File: src/rtl/arngt_pkg.sv
// shared types, constants and codes for the auto-release note gate table
// no dependencies; imported by every module of the block
`default_nettype none

package arngt_pkg;

  localparam int ENTRIES = 16;
  localparam int IDX_W   = (ENTRIES > 1) ? $clog2(ENTRIES) : 1;
  localparam int REG_W   = 23;
  localparam int REM_W   = 24;
  localparam int NOTE_W  = 7;
  localparam int MODE_W  = 2;
  localparam int KIND_W  = 2;
  localparam int CFG_W   = 2;

  localparam logic [REG_W-1:0] GATE_RESET = REG_W'(750000);
  localparam logic [REG_W-1:0] HOLD_RESET = REG_W'(160000);
  localparam logic [REG_W-1:0] STEP_RESET = REG_W'(21333);

  localparam logic [MODE_W-1:0] MODE_KEY   = 2'd0;
  localparam logic [MODE_W-1:0] MODE_TICK  = 2'd1;
  localparam logic [MODE_W-1:0] MODE_CLEAR = 2'd2;

  localparam logic [KIND_W-1:0] KIND_ON      = 2'd0;
  localparam logic [KIND_W-1:0] KIND_OFF     = 2'd1;
  localparam logic [KIND_W-1:0] KIND_ALL_OFF = 2'd2;

  localparam logic [CFG_W-1:0] CFG_GATE = 2'd0;
  localparam logic [CFG_W-1:0] CFG_HOLD = 2'd1;
  localparam logic [CFG_W-1:0] CFG_STEP = 2'd2;

  // one entry as seen at the table read port
  typedef struct packed {
    logic              active;
    logic [NOTE_W-1:0] note;
    logic [REM_W-1:0]  rem;
  } arngt_rd_t;

  // one write into the table
  typedef struct packed {
    logic              en;
    logic [IDX_W-1:0]  idx;
    logic              active;
    logic              note_en;
    logic [NOTE_W-1:0] note;
    logic [REM_W-1:0]  rem;
  } arngt_wr_t;

  // results of the shared compare / subtract unit
  typedef struct packed {
    logic             le;
    logic             eq;
    logic [REM_W-1:0] diff;
  } arngt_alu_t;

endpackage

`default_nettype wire

File: src/rtl/auto_release_note_gate_table.sv
// top level of the auto-release note gate table: sequencer and registers
// depends on arngt_pkg, arngt_alu and arngt_table
`default_nettype none

// usage
//  - an item (mode_i, note_i) is taken at a clock edge with start_i high
//    and busy_o low; busy_o stays high while the table is swept
//  - key press and tick sweep all ENTRIES slots, one per cycle, through one
//    shared compare / subtract unit; a key press ends early on a hit
//  - key press: busy for the sweep; note-on beat the cycle after, none on a hit
//  - tick: busy for the sweep plus a flush state; each note-off
//    beat is held back until the next one or the flush so that the final one can carry last_o
//  - clear: one all-notes-off beat the cycle after start, never busy
//  - mode three is dropped with no beat
//  - every result beat is on the ports for one cycle, marked by
//    result_valid_o; the receiver cannot stall, so no backpressure exists
//  - cfg_we_i writes gate, hold or tick step at once; other indexes ignored
//  - reset empties the table and loads the default register values

module auto_release_note_gate_table import arngt_pkg::*; (
  input  logic              clk_i,
  input  logic              rst_ni,
  input  logic              start_i,
  output logic              busy_o,
  input  logic [MODE_W-1:0] mode_i,
  input  logic [NOTE_W-1:0] note_i,
  input  logic              cfg_we_i,
  input  logic [CFG_W-1:0]  cfg_idx_i,
  input  logic [REG_W-1:0]  cfg_data_i,
  output logic              result_valid_o,
  output logic [KIND_W-1:0] event_kind_o,
  output logic [NOTE_W-1:0] event_note_o,
  output logic              last_o
);

  localparam logic [1:0] ST_IDLE  = 2'd0;
  localparam logic [1:0] ST_SWEEP = 2'd1;
  localparam logic [1:0] ST_FLUSH = 2'd2;

  localparam logic [IDX_W-1:0] IDX_LAST = IDX_W'(ENTRIES - 1);

  // configuration registers
  logic [REG_W-1:0] gate_q, hold_q, step_q;

  // sequencer state
  logic [1:0]        state_q, state_d;
  logic [IDX_W-1:0]  idx_q, idx_d;
  logic              tick_q, tick_d;        // current item is a tick
  logic [NOTE_W-1:0] key_q, key_d;          // note of the key press
  logic              found_q, found_d;      // a free slot has been seen
  logic [IDX_W-1:0]  free_q, free_d;        // lowest free slot
  logic              pend_q, pend_d;        // a note-off waits for its beat
  logic [NOTE_W-1:0] pend_note_q, pend_note_d;

  // result beat register
  logic              vld_q, vld_d;
  logic [KIND_W-1:0] kind_q, kind_d;
  logic [NOTE_W-1:0] enote_q, enote_d;
  logic              last_q, last_d;

  arngt_rd_t  rd;
  arngt_wr_t  wr;
  arngt_alu_t alu;
  logic       clear;
  logic       accept;

  arngt_table u_table (
    .clk_i    (clk_i),
    .rst_ni   (rst_ni),
    .clear_i  (clear),
    .rd_idx_i (idx_q),
    .rd_o     (rd),
    .wr_i     (wr)
  );

  arngt_alu u_alu (
    .rem_i    (rd.rem),
    .step_i   (step_q),
    .note_a_i (rd.note),
    .note_b_i (key_q),
    .res_o    (alu)
  );

  assign busy_o = (state_q != ST_IDLE);
  assign accept = start_i && !busy_o;

  always_ff @(posedge clk_i or negedge rst_ni) begin
    if (!rst_ni) begin
      gate_q <= GATE_RESET;
      hold_q <= HOLD_RESET;
      step_q <= STEP_RESET;
    end else if (cfg_we_i) begin
      unique case (cfg_idx_i)
        CFG_GATE: gate_q <= cfg_data_i;
        CFG_HOLD: hold_q <= cfg_data_i;
        CFG_STEP: step_q <= cfg_data_i;
        default:  ;
      endcase
    end
  end

  always_comb begin
    state_d     = state_q;
    idx_d       = idx_q;
    tick_d      = tick_q;
    key_d       = key_q;
    found_d     = found_q;
    free_d      = free_q;
    pend_d      = pend_q;
    pend_note_d = pend_note_q;
    vld_d       = 1'b0;
    kind_d      = kind_q;
    enote_d     = enote_q;
    last_d      = last_q;
    clear       = 1'b0;
    wr          = '0;
    wr.idx      = idx_q;

    unique case (state_q)
      ST_IDLE: begin
        if (accept) begin
          idx_d   = '0;
          found_d = 1'b0;
          pend_d  = 1'b0;
          key_d   = note_i;
          tick_d  = (mode_i == MODE_TICK);
          if (mode_i == MODE_KEY || mode_i == MODE_TICK) begin
            state_d = ST_SWEEP;
          end else if (mode_i == MODE_CLEAR) begin
            clear   = 1'b1;
            vld_d   = 1'b1;
            kind_d  = KIND_ALL_OFF;
            enote_d = '0;
            last_d  = 1'b1;
          end
        end
      end

      ST_SWEEP: begin
        idx_d = idx_q + 1'b1;
        if (tick_q) begin
          // tick: expire or count down each active slot
          if (rd.active) begin
            wr.en = 1'b1;
            if (alu.le) begin
              wr.active   = 1'b0;
              wr.rem      = '0;
              pend_d      = 1'b1;
              pend_note_d = rd.note;
              if (pend_q) begin
                vld_d   = 1'b1;
                kind_d  = KIND_OFF;
                enote_d = pend_note_q;
                last_d  = 1'b0;
              end
            end else begin
              wr.active = 1'b1;
              wr.rem    = alu.diff;
            end
          end
          if (idx_q == IDX_LAST) begin
            state_d = ST_FLUSH;
          end
        end else if (rd.active && alu.eq) begin
          // repeated press of a sounding note: refresh only
          wr.en     = 1'b1;
          wr.active = 1'b1;
          wr.rem    = {1'b0, hold_q};
          state_d   = ST_IDLE;
        end else begin
          if (!rd.active && !found_q) begin
            found_d = 1'b1;
            free_d  = idx_q;
          end
          if (idx_q == IDX_LAST) begin
            vld_d   = 1'b1;
            kind_d  = KIND_ON;
            enote_d = key_q;
            last_d  = 1'b1;
            state_d = ST_IDLE;
            // take the lowest free slot, if any
            if (found_q || !rd.active) begin
              wr.en      = 1'b1;
              wr.idx     = found_q ? free_q : idx_q;
              wr.active  = 1'b1;
              wr.note_en = 1'b1;
              wr.note    = key_q;
              wr.rem     = {1'b0, gate_q};
            end
          end
        end
      end

      ST_FLUSH: begin
        if (pend_q) begin
          vld_d   = 1'b1;
          kind_d  = KIND_OFF;
          enote_d = pend_note_q;
          last_d  = 1'b1;
        end
        pend_d  = 1'b0;
        state_d = ST_IDLE;
      end

      default: begin
        state_d = ST_IDLE;
      end
    endcase
  end

  always_ff @(posedge clk_i or negedge rst_ni) begin
    if (!rst_ni) begin
      state_q <= ST_IDLE;
      idx_q   <= '0;
      tick_q  <= 1'b0;
      found_q <= 1'b0;
      pend_q  <= 1'b0;
      vld_q   <= 1'b0;
    end else begin
      state_q <= state_d;
      idx_q   <= idx_d;
      tick_q  <= tick_d;
      found_q <= found_d;
      pend_q  <= pend_d;
      vld_q   <= vld_d;
    end
  end

  always_ff @(posedge clk_i) begin
    key_q       <= key_d;
    free_q      <= free_d;
    pend_note_q <= pend_note_d;
    kind_q      <= kind_d;
    enote_q     <= enote_d;
    last_q      <= last_d;
  end

  assign result_valid_o = vld_q;
  assign event_kind_o   = kind_q;
  assign event_note_o   = enote_q;
  assign last_o         = last_q;

  // a clear gives its all-notes-off beat on the next cycle
  a_clear_beat: assert property (@(posedge clk_i) disable iff (!rst_ni)
    (accept && mode_i == MODE_CLEAR) |=> (result_valid_o && event_kind_o == KIND_ALL_OFF))
    else $error("clear did not give an all-notes-off beat");

  // note-on and all-notes-off are always the only beat of their item
  a_single_last: assert property (@(posedge clk_i) disable iff (!rst_ni)
    (result_valid_o && (event_kind_o == KIND_ON || event_kind_o == KIND_ALL_OFF)) |-> last_o)
    else $error("single-beat result without last");

  // a beat that is not last is followed by more work on the same item
  a_more_follows: assert property (@(posedge clk_i) disable iff (!rst_ni)
    (result_valid_o && !last_o) |-> busy_o)
    else $error("non-final beat while idle");

  // a held note-off is only pending during a tick pass
  a_pend_tick: assert property (@(posedge clk_i) disable iff (!rst_ni)
    pend_q |-> (busy_o && tick_q))
    else $error("pending note-off outside a tick pass");

endmodule

`default_nettype wire

File: src/rtl/arngt_alu.sv
// shared compare / subtract unit used once per swept entry
// depends on arngt_pkg
`default_nettype none

module arngt_alu import arngt_pkg::*; (
  input  logic [REM_W-1:0]  rem_i,
  input  logic [REG_W-1:0]  step_i,
  input  logic [NOTE_W-1:0] note_a_i,
  input  logic [NOTE_W-1:0] note_b_i,
  output arngt_alu_t        res_o
);

  logic [REM_W-1:0] step_ext;

  assign step_ext    = {1'b0, step_i};
  assign res_o.le    = (rem_i <= step_ext);
  assign res_o.diff  = rem_i - step_ext;
  assign res_o.eq    = (note_a_i == note_b_i);

endmodule

`default_nettype wire

File: src/rtl/arngt_table.sv
// entry table: active flags, note numbers and remaining times
// depends on arngt_pkg; one read index, one write, bulk clear of flags
`default_nettype none

module arngt_table import arngt_pkg::*; (
  input  logic             clk_i,
  input  logic             rst_ni,
  input  logic             clear_i,
  input  logic [IDX_W-1:0] rd_idx_i,
  output arngt_rd_t        rd_o,
  input  arngt_wr_t        wr_i
);

  logic [ENTRIES-1:0] active_q;
  logic [NOTE_W-1:0]  note_q [ENTRIES];
  logic [REM_W-1:0]   rem_q  [ENTRIES];

  always_ff @(posedge clk_i or negedge rst_ni) begin
    if (!rst_ni) begin
      active_q <= '0;
    end else if (clear_i) begin
      active_q <= '0;
    end else if (wr_i.en) begin
      active_q[wr_i.idx] <= wr_i.active;
    end
  end

  always_ff @(posedge clk_i) begin
    if (wr_i.en) begin
      rem_q[wr_i.idx] <= wr_i.rem;
      if (wr_i.note_en) begin
        note_q[wr_i.idx] <= wr_i.note;
      end
    end
  end

  assign rd_o.active = active_q[rd_idx_i];
  assign rd_o.note   = note_q[rd_idx_i];
  assign rd_o.rem    = rem_q[rd_idx_i];

endmodule

`default_nettype wire
File: config.mk
export PLATFORM = sky130hd
export DESIGN_NAME = auto_release_note_gate_table
export DESIGN_NICKNAME = d
export VERILOG_FILES = /design/src/rtl/arngt_pkg.sv /design/src/rtl/auto_release_note_gate_table.sv /design/src/rtl/arngt_alu.sv /design/src/rtl/arngt_table.sv
export SDC_FILE = /design/constraint.sdc
export NUM_CORES = 1
export LEC_CHECK = 0
export BUFFER_PORTS_ARGS = -buffer_cell sky130_fd_sc_hd__buf_4
export CORE_MARGIN = 2
export CORE_UTILIZATION = 50
export DETAILED_ROUTE_END_ITERATION = 7
export PLACE_DENSITY = 0.64
export REMOVE_ABC_BUFFERS = 1
export SLEW_MARGIN = 25
export SYNTH_ARGS = -nofsm -noshare
export SYNTH_HDL_FRONTEND = slang
export SYNTH_SLANG_ARGS = --single-unit
File: constraint.sdc
create_clock -name clk_i -period 15.15 [get_ports clk_i]
set_input_delay 0 -clock clk_i [delete_from_list [all_inputs] [get_ports clk_i]]
set_output_delay 0 -clock clk_i [all_outputs]
set_load 0.05 [all_outputs]
==> qor.csv, run 1 <==
stage,metric,value,unit
timing,finalSetupTns,0,ns
route,detailedRoute.firstIterationViolations,1401,
critical_path,crit_type,reg -> reg,
logic_synthesis,synth_flop_cell,sky130_fd_sc_hd__edfxtp_1,
cts,clkSinkCount,619,
route,ant_nets,0,
place,gp_congestion,0.7957,
timing,final_setup_violating_endpoints,0,
layout,post_route_cells_drive_above_1_share,28.06,%
die,placementRows,83,
global_route,antenna_found_initial,1,
die,dieWidth,232.1,um
critical_path,timing.critical_path.cells,buf_12 -> mux4_2 -> mux4_2 -> inv_1 -> ha_1 -> inv_1 -> fa_1 -> a21o_1 -> a21o_1 -> a221o_1 -> a221oi_1 -> a21oi_1 -> o31ai_1 -> nor3_2 -> buf_4 -> clkinv_1 -> nor2_1 -> a221o_1,
run,max-cap-violations,0,
pwr,pwr-share-seq,41.2,%
critical_path,worst-endpoint-arrival,7.48,ns
timing,report.final.hold_viol_count,3,
global_route,global_route.overflow_total,0,
timing,worst_slew_margin_rel,34.48,%
timing,finalMaxSlewViolations,0,
cts,cts_tree,done,
route,first_pass_iters,5,
min_path,kind_of_path_behind_the_tightest_hold_check,in -> async,
timing,worst_hold_slack,-0.005085,ns
timing,rsz0062_at_grt,false,
place,dp_hpwl,33140,um
logic_synthesis,synthCells,1415,
layout,finalNetCount,1598,
logic_synthesis,yosys.cell_types.count,79,
die,die_area,53850,um2
pwr,power.net_switching,1.491,mW
pwr,clock_power_share,32.4,%
cts,clockRootBuffer,sky130_fd_sc_hd__clkbuf_16,
route,drt-vias-per-instance,6.038,
die,core,51410,um2
logic_synthesis,async_reset_ff_share,15.35,%
critical_path,worst_case_register_to_register_setup_slack,7.94,ns
die,chipHeight,232.1,um
logic_synthesis,seq_area_frac_synth,69.75,%
pwr,internal_power,3.457,mW
pwr,post-layout-total-power,4.948,mW
cts,cts_htree_levels,3,
global_route,grt_use_total,23.10,%
die,io_pins,50,
layout,antenna_cells_inserted,0,
status,outcome,"finished, violations left",
logic_synthesis,postSynthAreaPerCell,18.38,um2
place,io_buffers,49,
global_route,grt_start_max_net_pins,107,
logic_synthesis,syn-cell-area,26010,um2
route,route.vias.total,13680,
route,routedWlPerCell,26.64,um
cts,cts.repair_timing.setup_buffer_count,0,
timing,period_share,47.58,%
pwr,power.static_leakage,9.148,nW
pwr,power.ir.vdd_worst,0.1448,mV
critical_path,slowest_stage,sky130_fd_sc_hd__a221oi_1,
critical_path,critical_path.max_fanout,106,
timing,skew,0.01928,ns
cts,path_clk_slew,0.06,ns
pwr,pwr_density_cell,166.2,nW/um2
timing,worst_setup_slack_after_layout,7.942,ns
route,detail_route.wirelength,60360,um
global_route,grt_pass1_vias,13950,
die,start_util,50.59,%
timing,worst-slew-pin-transition,0.9762,ns
critical_path,largest_stage_delay_on_the_critical_path,0.75,ns
timing,finalWorstPathRequiredPeriod,7.208,ns
cts,postCtsResizedCells,0,
global_route,grt_pass1_wl,89830,um
layout,utilization,57.93,%
cts,cts_hold_buffers,36,
cts,clockBufferDepth,3,
logic_synthesis,synth_warnings,0,
pwr,share_comb_of_total_power,26.3,%
route,drcViolationCount,0,
critical_path,timing.critical_path.to_type,flip-flop,
critical_path,required,15.42,ns
pwr,swShare,30.13,%
status,violations_in_the_final_reports,hold timing,
place,pre_cts_ws,7.857,ns
critical_path,cp-start-kind,flip-flop,
cts,numCtsBuffers,67,
logic_synthesis,synth_enable_flop_cells,524,
layout,syn_to_final_growth,14.50,%
cts,clock_insertion_delay_worst_skew,0.60,ns
logic_synthesis,synth-seq-cells,619,
timing,max_freq,138.7,MHz
## per-stage QoR
| stage | std cells | area, um2 |
|---|---|---|
| floorplan | 1350 | 25700 |
| global placement | 2106 | 27240 |
| detailed placement | 2106 | 27250 |
| CTS | 2266 | 29780 |
| global route | 2266 | 29780 |
| finish | 2266 | 29780 |
## Yosys cell counts, drive strengths merged (5+ instances only)
| cell | number | area (um2) |
|---|---|---|
| a211oi | 5 | 37.54 |
| a21o | 17 | 127.6 |
| a21oi | 31 | 155.2 |
| a222oi | 10 | 100.1 |
| a22oi | 13 | 97.59 |
| and2 | 15 | 93.84 |
| buf | 24 | 148.9 |
| clkbuf | 41 | 153.9 |
| dfrtp | 72 | 1802 |
| dfstp | 23 | 604.3 |
| edfxtp | 524 | 15740 |
| ha | 28 | 350.3 |
| inv | 43 | 161.4 |
| mux2 | 76 | 855.8 |
| mux2i | 42 | 420.4 |
| mux4 | 146 | 3288 |
| nand2 | 64 | 240.2 |
| nand2b | 7 | 46.30 |
| nand3 | 13 | 65.06 |
| nand4 | 6 | 37.54 |
| nor2 | 43 | 181.4 |
| nor2b | 17 | 116.4 |
| nor3 | 8 | 40.04 |
| o21ai | 33 | 168.9 |
| o31ai | 5 | 65.06 |
| xnor2 | 15 | 131.4 |
| xor2 | 21 | 183.9 |
## layout by cell type, fill, tap and decap left out, types with 17 or more instances in the layout
cell type / count
sky130_fd_sc_hd__dfstp_2: 23
sky130_fd_sc_hd__dfrtp_1: 68
sky130_fd_sc_hd__inv_1: 43
sky130_fd_sc_hd__nor2_1: 35
sky130_fd_sc_hd__ha_1: 28
sky130_fd_sc_hd__nand2_1: 64
sky130_fd_sc_hd__edfxtp_1: 524
sky130_fd_sc_hd__mux2i_1: 42
sky130_fd_sc_hd__mux4_2: 146
sky130_fd_sc_hd__a21oi_1: 28
sky130_fd_sc_hd__buf_4: 75
sky130_fd_sc_hd__xor2_1: 21
sky130_fd_sc_hd__o21ai_0: 25
sky130_fd_sc_hd__mux2_2: 74
sky130_fd_sc_hd__a21o_1: 17
sky130_fd_sc_hd__clkbuf_16: 69
sky130_fd_sc_hd__clkbuf_1: 23
sky130_fd_sc_hd__dlygate4sd3_1: 36
## sequential cells by signal (all words and copies together) (netlist names)
signal / cells
u_table.active_q: 16
event_note_o: 7
key_q: 7
tick_q: 1
step_q: 23
u_table.note_q: 112
pend_note_q: 7
event_kind_o: 2
free_q: 4
u_table.rem_q: 384
result_valid_o: 1
state_q: 2
found_q: 1
gate_q: 23
pend_q: 1
last_o: 1
idx_q: 4
hold_q: 23
## per-layer routing
layer / share of wire, % / global-route usage [%] / up-vias
met5: 0.012 / 0 / -
met4: 2.1 / 7.352 / 2
met3: 6.6 / 3.806 / 89
met2: 48 / 36.45 / 492
met1: 44 / 33.24 / 7194
li1: - / - / 5906
## power by group through the flow
stage	logic, mW	registers (mW)	clock network [mW]
2_1_floorplan	0.847	2.18	0
3_3_place_gp	1.29	2.07	0
3_5_place_dp	1.29	2.07	0
4_1_cts	1.31	2.04	1.64
5_1_grt	1.41	2.05	1.70
6_report	1.30	2.04	1.60
## worst paths after layout
kind,start,endpoint,depth (start not counted)
hold / removal,rst_ni,u_table.active_q[8],2
max in group asynchronous,rst_ni,gate_q[1],3
setup reg to reg,idx_q[0],u_table.rem_q[14][0],18
setup / recovery,idx_q[0],u_table.rem_q[14][0],18
hold reg to reg,step_q[5],step_q[5],1
min in group clk_i,cfg_idx_i[0],gate_q[0],4
## cells by family after synthesis
logic type	synth area share [%]
muxes	17.55
DFF	69.75
buffers and inverters	1.814
and+or+nand+nor	3.887
adders and majority gates	1.424
xor gates and xnor gates	1.212
AOI/OAI and AO/OA	4.359
## layout make-up
type | instances | area (um2)
fill | 3849 | 21630
sequential | 619 | 18150
multi-input combinational | 686 | 7498
clock buffer | 94 | 1841
timing repair buffer | 112 | 943.4
tap | 680 | 850.8
clock inverter | 30 | 324.1
inverter | 45 | 168.9
## critical path: cells and delay by family, from the launching register on
family / cells / cell delay, ns
muxes: 2 / 1.09
adders and majority gates: 2 / 0.58
buffers and inverters: 5 / 1.37
and+or+nand+nor: 2 / 0.18
DFF: 1 / 0.66
AOI/OAI and AO/OA: 7 / 2.95
Power figures use the tool's default switching activity.
==> inputs of run 2 (changes only) <==
--- a/config.mk
+++ b/config.mk
@@ -9,7 +9,7 @@
 export CORE_MARGIN = 2
 export CORE_UTILIZATION = 50
 export DETAILED_ROUTE_END_ITERATION = 7
-export PLACE_DENSITY = 0.64
+export PLACE_DENSITY = 0.66
 export REMOVE_ABC_BUFFERS = 1
 export SLEW_MARGIN = 25
 export SYNTH_ARGS = -nofsm -noshare
==> constraint.sdc (replaced) <==
create_clock -name clk_i -period 6.1 [get_ports clk_i]
set_input_delay 0 -clock clk_i [delete_from_list [all_inputs] [get_ports clk_i]]
set_output_delay 0 -clock clk_i [all_outputs]
set_load 0.05 [all_outputs]
==> qor.csv, run 2 (synthesis results as in run 1) <==
stage,metric,value,unit,change
critical_path,rr_worst_depth,14,,was 18
critical_path,cp-start-kind,flip-flop,,unchanged
pwr,pwr_density_cell,410.2,nW/um2,was 166.2 nW/um2
die,die_area,53850,um2,unchanged
place,place_inst,2138,,was 2106
route,detail_route.wirelength,58300,um,was 60360 um
cts,postCtsResizedCells,0,,unchanged
layout,layout.cells.most_common_list,"sky130_fd_sc_hd__edfxtp_1, sky130_fd_sc_hd__mux4_2, sky130_fd_sc_hd__buf_4, sky130_fd_sc_hd__mux2_2, sky130_fd_sc_hd__clkbuf_16",,unchanged
timing,max_freq,177.8,MHz,was 138.7 MHz
min_path,kind_of_path_behind_the_tightest_hold_check,in -> reg,,was in -> async
die,start_util,50.59,%,unchanged
pwr,power.static_leakage,9.391,nW,was 9.148 nW
timing,worst-slew-pin-transition,0.9134,ns,was 0.9762 ns
route,detailedRoute.firstIterationViolations,1385,,was 1401
cts,cts_tree,done,,unchanged
layout,fillCellCount,3763,,was 3849
layout,antenna_cells_inserted,0,,unchanged
cts,clockRootBuffer,sky130_fd_sc_hd__clkbuf_16,,unchanged
route,routedWlPerCell,25.38,um,was 26.64 um
timing,worst_setup_slack_after_layout,0.4751,ns,was 7.942 ns
route,ant_nets,0,,unchanged
critical_path,critical_path.max_fanout,64,,was 106
die,dieWidth,232.1,um,unchanged
critical_path,worst-endpoint-arrival,5.90,ns,was 7.48 ns
layout,final-seq-area,18150,um2,unchanged
timing,rsz0062_at_grt,false,,unchanged
die,io_pins,50,,unchanged
cts,path_clk_slew,0.06,ns,about the same
route,route.vias.total,13660,,was 13680
min_path,hold_path_stages,4,,
cts,clockBufferDepth,3,,unchanged
route,drt-vias-per-instance,5.948,,was 6.038
layout,finalNetCount,1632,,was 1598
timing,final_setup_violating_endpoints,0,,unchanged
status,outcome,finished clean,,"was finished, violations left"
timing,period_share,92.21,%,was 47.58%
layout,syn_to_final_growth,16.26,%,was 14.50%
pwr,post-layout-total-power,12.40,mW,was 4.948 mW
global_route,grt_pass1_wl,87780,um,was 89830 um
layout,max_reg_flops,384,,unchanged
layout,top_regs,"u_table.rem_q (384), u_table.note_q (112)",,unchanged
layout,final_cells,2297,,was 2266
route,drcViolationCount,0,,unchanged
die,chipHeight,232.1,um,unchanged
die,core,51410,um2,unchanged
layout,layout_commonest_cell,sky130_fd_sc_hd__edfxtp_1,,unchanged
critical_path,timing.critical_path.to_type,flip-flop,,unchanged
layout,utilization,58.82,%,was 57.93%
timing,report.final.hold_viol_count,0,,was 3
place,dp_hpwl,35440,um,was 33140 um
global_route,grt_use_total,22.40,%,was 23.10%
die,placementRows,83,,unchanged
cts,cts_htree_levels,3,,unchanged
global_route,global_route.overflow_total,0,,unchanged
pwr,power.ir.vdd_worst,0.2637,mV,was 0.1448 mV
cts,numCtsBuffers,67,,unchanged
layout,post_route_cells_drive_above_1_share,30.12,%,was 28.06%
global_route,grt_start_max_net_pins,70,,was 107
layout,largest-register,u_table.rem_q,,unchanged
global_route,antenna_found_initial,1,,unchanged
timing,worst_slew_margin_rel,38.70,%,was 34.48%
place,pre_cts_ws,0.5656,ns,was 7.857 ns
timing,finalMaxSlewViolations,0,,unchanged
layout,multiInputGateArea,7486,um2,was 7498 um2
cts,cts.repair_timing.setup_buffer_count,0,,unchanged
cts,clkSinkCount,619,,unchanged
route,first_pass_iters,8,,was 5
run,max-cap-violations,0,,unchanged
global_route,grt_pass1_vias,13950,,about the same
critical_path,required,6.38,ns,was 15.42 ns
timing,finalWorstPathRequiredPeriod,5.625,ns,was 7.208 ns
place,io_buffers,49,,unchanged
critical_path,crit_type,reg -> reg,,unchanged
place,gp_congestion,0.8627,,was 0.7957
timing,skew,0.02994,ns,was 0.01928 ns
cts,clock_insertion_delay_worst_skew,0.61,ns,was 0.60 ns
run 2: cell types whose count changed in the layout (fill, tap and decap cells not counted), sizes merged:
cell	change
dlygate4sd3	+1
inv	-1
clkbuf	-5
buf	+33
bufinv	-1
clkinvlp	+4
run 2: area by class of cell:
type                       instances  share of cell area, %
clock inverter                    32                  1.084
inverter                          45                 0.5587
multi-input combinational        686                  24.76
tap                              680                  2.814
sequential                       619                  60.03
clock buffer                      89                  6.240
timing repair buffer             146                  4.511
run 2: worst paths after layout:
path	endpoint	slack (ns)	start
min	gate_q[14]	0.08	cfg_idx_i[0]
max reg2reg	u_table.rem_q[0][14]	0.48	idx_q[1]
min reg2reg	step_q[5]	0.51	step_q[5]
max	u_table.rem_q[0][14]	0.48	idx_q[1]
max in group asynchronous	step_q[5]	4.69	rst_ni
min in group asynchronous	idx_q[0]	0.48	rst_ni
run 2: report_power, final:
| group | total, mW | internal (mW) | switching, mW |
|---|---|---|---|
| logic | 3.35 | 1.45 | 1.90 |
| clock network | 4.04 | 2.40 | 1.64 |
| registers | 5.02 | 4.84 | 0.178 |
| total | 12.4 | 8.69 | 3.71 |
run 2: critical path, cell delays in order, from the launching register on:
cell and delay (ns):
sky130_fd_sc_hd__dfrtp_4 0.67, sky130_fd_sc_hd__buf_12 0.41, sky130_fd_sc_hd__mux4_2 0.37, sky130_fd_sc_hd__mux4_2 0.54
sky130_fd_sc_hd__ha_1 0.38, sky130_fd_sc_hd__and3_1 0.30, sky130_fd_sc_hd__o21ai_0 0.11, sky130_fd_sc_hd__a21oi_1 0.20
sky130_fd_sc_hd__o21ai_0 0.09, sky130_fd_sc_hd__a21oi_1 0.17, sky130_fd_sc_hd__o31ai_1 0.14, sky130_fd_sc_hd__nor3_2 0.44
sky130_fd_sc_hd__buf_4 0.28, sky130_fd_sc_hd__clkinv_1 0.28, sky130_fd_sc_hd__o21ai_1 0.81
run 2: routing by layer:
layer | routed length, um | up-vias | GRT usage [%]
met4 | 1210 | 0 | 6.931
met2 | 27550 | 435 | 35.13
met1 | 25540 | 7161 | 32.13
met3 | 3994 | 85 | 4.249
li1 | - | 5981 | -
met5 | 0 | - | 0
run 2: repair_timing:
| item | CTS | global route |
|---|---|---|
| setup endpoints to repair | 0 | 0 |
| hold buffers | 38 | 0 |
| hold endpoints to repair | 113 | 0 |
run 2: stage by stage:
step,hold slack [ns],instance area (um2),setup TNS (ns)
6_report,0.08447,30240,0
5_1_grt,0.08677,30240,0
4_1_cts,0.06125,30240,0
3_5_place_dp,-0.05202,27630,0
3_3_place_gp,-0.05615,27630,0
2_1_floorplan,-0.2956,25700,-2346.18
==> inputs of run 3 (changes only) <==
--- a/config.mk
+++ b/config.mk
@@ -6,6 +6,7 @@
 export NUM_CORES = 1
 export LEC_CHECK = 0
 export BUFFER_PORTS_ARGS = -buffer_cell sky130_fd_sc_hd__buf_4
+export CORE_ASPECT_RATIO = 1.25
 export CORE_MARGIN = 2
 export CORE_UTILIZATION = 50
 export DETAILED_ROUTE_END_ITERATION = 7
==> qor.csv, run 3 (synthesis results as in run 1) <==
stage,metric,value,unit,change
status,outcome,finished clean,,unchanged
die,dieWidth,208.0,um,was 232.1 um
layout,final_cell_area,30120,um2,was 30240 um2
cts,cts_hold_buffers,38,,unchanged
critical_path,worst_setup_path_endpoint,u_table.rem_q[0][0],,was u_table.rem_q[0][14]
layout,fillCellCount,3785,,was 3763
route,routedWlPerCell,27.25,um,was 25.38 um
route,drt-vias-per-instance,6.023,,was 5.948
critical_path,rr_worst_depth,18,,was 14
pwr,swShare,29.89,%,was 29.92%
layout,max_reg_flops,384,,unchanged
critical_path,worst_setup_path_startpoint,idx_q[0],,was idx_q[1]
die,core,51430,um2,was 51410 um2
layout,final_cells,2281,,was 2297
route,detail_route.wirelength,62150,um,was 58300 um
place,dp_hpwl,37270,um,was 35440 um
min_path,kind_of_path_behind_the_tightest_hold_check,in -> reg,,unchanged
critical_path,worst-endpoint-arrival,5.99,ns,was 5.90 ns
global_route,grt_pass1_vias,14400,,was 13950
timing,worst-slew-pin-transition,0.7840,ns,was 0.9134 ns
timing,finalSetupTns,0,ns,unchanged
layout,layout_commonest_cell,sky130_fd_sc_hd__edfxtp_1,,unchanged
pwr,internal_power,8.556,mW,was 8.692 mW
layout,largest-register,u_table.rem_q,,unchanged
layout,finalNetCount,1631,,was 1632
place,io_buffers,49,,unchanged
timing,final_setup_violating_endpoints,0,,unchanged
pwr,power.net_switching,3.648,mW,was 3.711 mW
global_route,grt_start_max_net_pins,56,,was 70
layout,post_route_cells_drive_above_1_share,29.83,%,was 30.12%
cts,cts_tree,done,,unchanged
critical_path,r2r_start,idx_q[0],,was idx_q[1]
critical_path,timing.critical_path.cells,buf_12 -> buf_12 -> mux4_2 -> mux4_2 -> ha_1 -> a21o_1 -> a21o_1 -> a221o_1 -> a221oi_1 -> buf_4 -> a21oi_1 -> o31ai_1 -> buf_4 -> nor3_2 -> buf_4 -> clkinv_1 -> nor2_1 -> a221o_1,,was buf_12 -> mux4_2 -> mux4_2 -> ha_1 -> and3_1 -> o21ai_0 -> a21oi_1 -> o21ai_0 -> a21oi_1 -> o31ai_1 -> nor3_2 -> buf_4 -> clkinv_1 -> o21ai_1
die,start_util,50.57,%,was 50.59%
timing,report.final.hold_viol_count,0,,unchanged
timing,rsz0062_at_grt,false,,unchanged
global_route,antenna_found_initial,0,,was 1
cts,clkSinkCount,619,,unchanged
timing,finalWorstPathRequiredPeriod,5.704,ns,was 5.625 ns
place,place_inst,2129,,was 2138
route,first_pass_iters,6,,was 8
cts,cts_htree_levels,2,,was 3
timing,max_freq,175.3,MHz,was 177.8 MHz
layout,final-seq-area,18150,um2,unchanged
layout,syn_to_final_growth,15.83,%,was 16.26%
global_route,grt_pass1_wl,92370,um,was 87780 um
layout,utilization,58.57,%,was 58.82%
critical_path,critical_path_buf_inv_count,6,,was 3
critical_path,path_delay_family,compound AO/OA/AOI/OAI gates,,unchanged
pwr,share_comb_of_total_power,27.5,%,was 27.0%
critical_path,crit_type,reg -> reg,,unchanged
place,placement.cell_area,27670,um2,was 27630 um2
route,drcViolationCount,0,,unchanged
route,detailedRoute.firstIterationViolations,1132,,was 1385
critical_path,cp_common_cell,sky130_fd_sc_hd__buf_4,,
critical_path,critical_path.max_fanout,36,,was 64
timing,worst_slew_margin_rel,47.73,%,was 38.70%
place,gp_congestion,0.8582,,was 0.8627
route,ant_nets,0,,unchanged
cts,cts.repair_timing.setup_buffer_count,0,,unchanged
cts,postCtsResizedCells,0,,unchanged
global_route,global_route.overflow_total,0,,unchanged
pwr,power.ir.vdd_worst,0.2996,mV,was 0.2637 mV
timing,skew,0.01479,ns,was 0.02994 ns
layout,top_regs,"u_table.rem_q (384), u_table.note_q (112)",,unchanged
cts,clock_insertion_delay_worst_skew,0.63,ns,was 0.61 ns
timing,period_share,93.51,%,was 92.21%
pwr,pwr_density_cell,405.2,nW/um2,was 410.2 nW/um2
die,io_pins,50,,unchanged
die,placementRows,93,,was 83
cts,clockRootBuffer,sky130_fd_sc_hd__clkbuf_16,,unchanged
timing,finalMaxSlewViolations,0,,unchanged
layout,multiInputGateArea,7486,um2,unchanged
timing,worst_hold_slack,0.07977,ns,was 0.08447 ns
cts,path_clk_slew,0.06,ns,about the same
critical_path,largest_stage_delay_on_the_critical_path,0.54,ns,was 0.81 ns
run,max-cap-violations,0,,unchanged
global_route,grt_use_total,23.43,%,was 22.40%
pwr,power.static_leakage,9.353,nW,was 9.391 nW
critical_path,timing.critical_path.depth,18,,was 14
cts,clockBufferDepth,3,,unchanged
pwr,pwr-share-seq,41.1,%,was 40.4%
critical_path,required,6.39,ns,was 6.38 ns
critical_path,timing.critical_path.to_type,flip-flop,,unchanged
critical_path,critical_path.reg2reg.endpoint,u_table.rem_q[0][0],,was u_table.rem_q[0][14]
critical_path,slowest_stage,sky130_fd_sc_hd__mux4_2,,was sky130_fd_sc_hd__o21ai_1
route,route.vias.total,13740,,was 13660
pwr,clock_power_share,31.4,%,was 32.6%
critical_path,worst_case_register_to_register_setup_slack,0.40,ns,was 0.48 ns
cts,numCtsBuffers,60,,was 67
die,die_area,53870,um2,was 53850 um2
die,chipHeight,259.0,um,was 232.1 um
layout,layout.cells.most_common_list,"sky130_fd_sc_hd__edfxtp_1, sky130_fd_sc_hd__mux4_2, sky130_fd_sc_hd__buf_4, sky130_fd_sc_hd__mux2_2, sky130_fd_sc_hd__dfrtp_1",,"was sky130_fd_sc_hd__edfxtp_1, sky130_fd_sc_hd__mux4_2, sky130_fd_sc_hd__buf_4, sky130_fd_sc_hd__mux2_2, sky130_fd_sc_hd__clkbuf_16"
layout,antenna_cells_inserted,0,,unchanged
critical_path,cp-start-kind,flip-flop,,unchanged
[run 3: changes by cell type in the layout (fill, tap and decap cells not counted), moves of 2 or more]
cell and change:
sky130_fd_sc_hd__clkbuf_8 +3, sky130_fd_sc_hd__clkinvlp_4 -2, sky130_fd_sc_hd__clkinv_1 -7, sky130_fd_sc_hd__clkinv_4 -2
sky130_fd_sc_hd__clkbuf_16 -5, sky130_fd_sc_hd__buf_4 +5, sky130_fd_sc_hd__clkinv_8 -2, sky130_fd_sc_hd__clkinv_2 -3
sky130_fd_sc_hd__clkbuf_1 +11
[run 3: area by class of cell]
cell class              instances  area share, %
clock buffers                  97          6.097
inverters                      45         0.5607
multi-input cells             686          24.85
flip-flops and latches        619          60.26
well taps                     665          2.762
clock inverters                17         0.7559
repair buffers                152          4.718
[run 3: worst min path at each step]
stage	start	end	slack, ns	depth (start not counted)
finish	cfg_idx_i[1]	gate_q[15]	0.08	4
global route	cfg_idx_i[1]	gate_q[22]	0.07	4
CTS	cfg_idx_i[1]	gate_q[15]	0.06	4
detailed placement	rst_ni	pend_q	0.03	1
global placement	rst_ni	result_valid_o	0.008	1
floorplan	rst_ni	found_q	-0.30	0
[run 3: worst min-delay path: cells and delay by family]
kind	cells	cell delay (ns)
buffers and inverters	2	0.34
multiplexers	1	0.28
AND/OR/NAND/NOR	1	0.03
[run 3: power by group through the flow]
stage               Combinational, mW  Sequential, mW  Clock, mW
detailed placement               3.32            5.10          0
floorplan                        2.10            5.42          0
global placement                 3.31            5.09          0
CTS                              3.37            5.01       3.90
finish                           3.36            5.02       3.83
global route                     3.63            5.04       4.07
[run 3: stage by stage]
| stage | total power, mW | setup slack [ns] |
|---|---|---|
| after floorplan | 7.520 | -3.058 |
| after global placement | 8.405 | 0.4693 |
| after detailed placement | 8.422 | 0.3722 |
| after CTS | 12.29 | 0.3463 |
| after global routing | 12.74 | 0.1218 |
| final | 12.20 | 0.3960 |
[run 3: metal layers]
metal	up-vias	track usage, %	part of all wire, %	routed length [um]
li1	5963	-	-	-
met4	0	8.176	3.4	2138
met5	-	0	0	0
met2	441	40.61	51	31830
met1	7223	30.43	40	24810
met3	112	3.508	5.4	3374
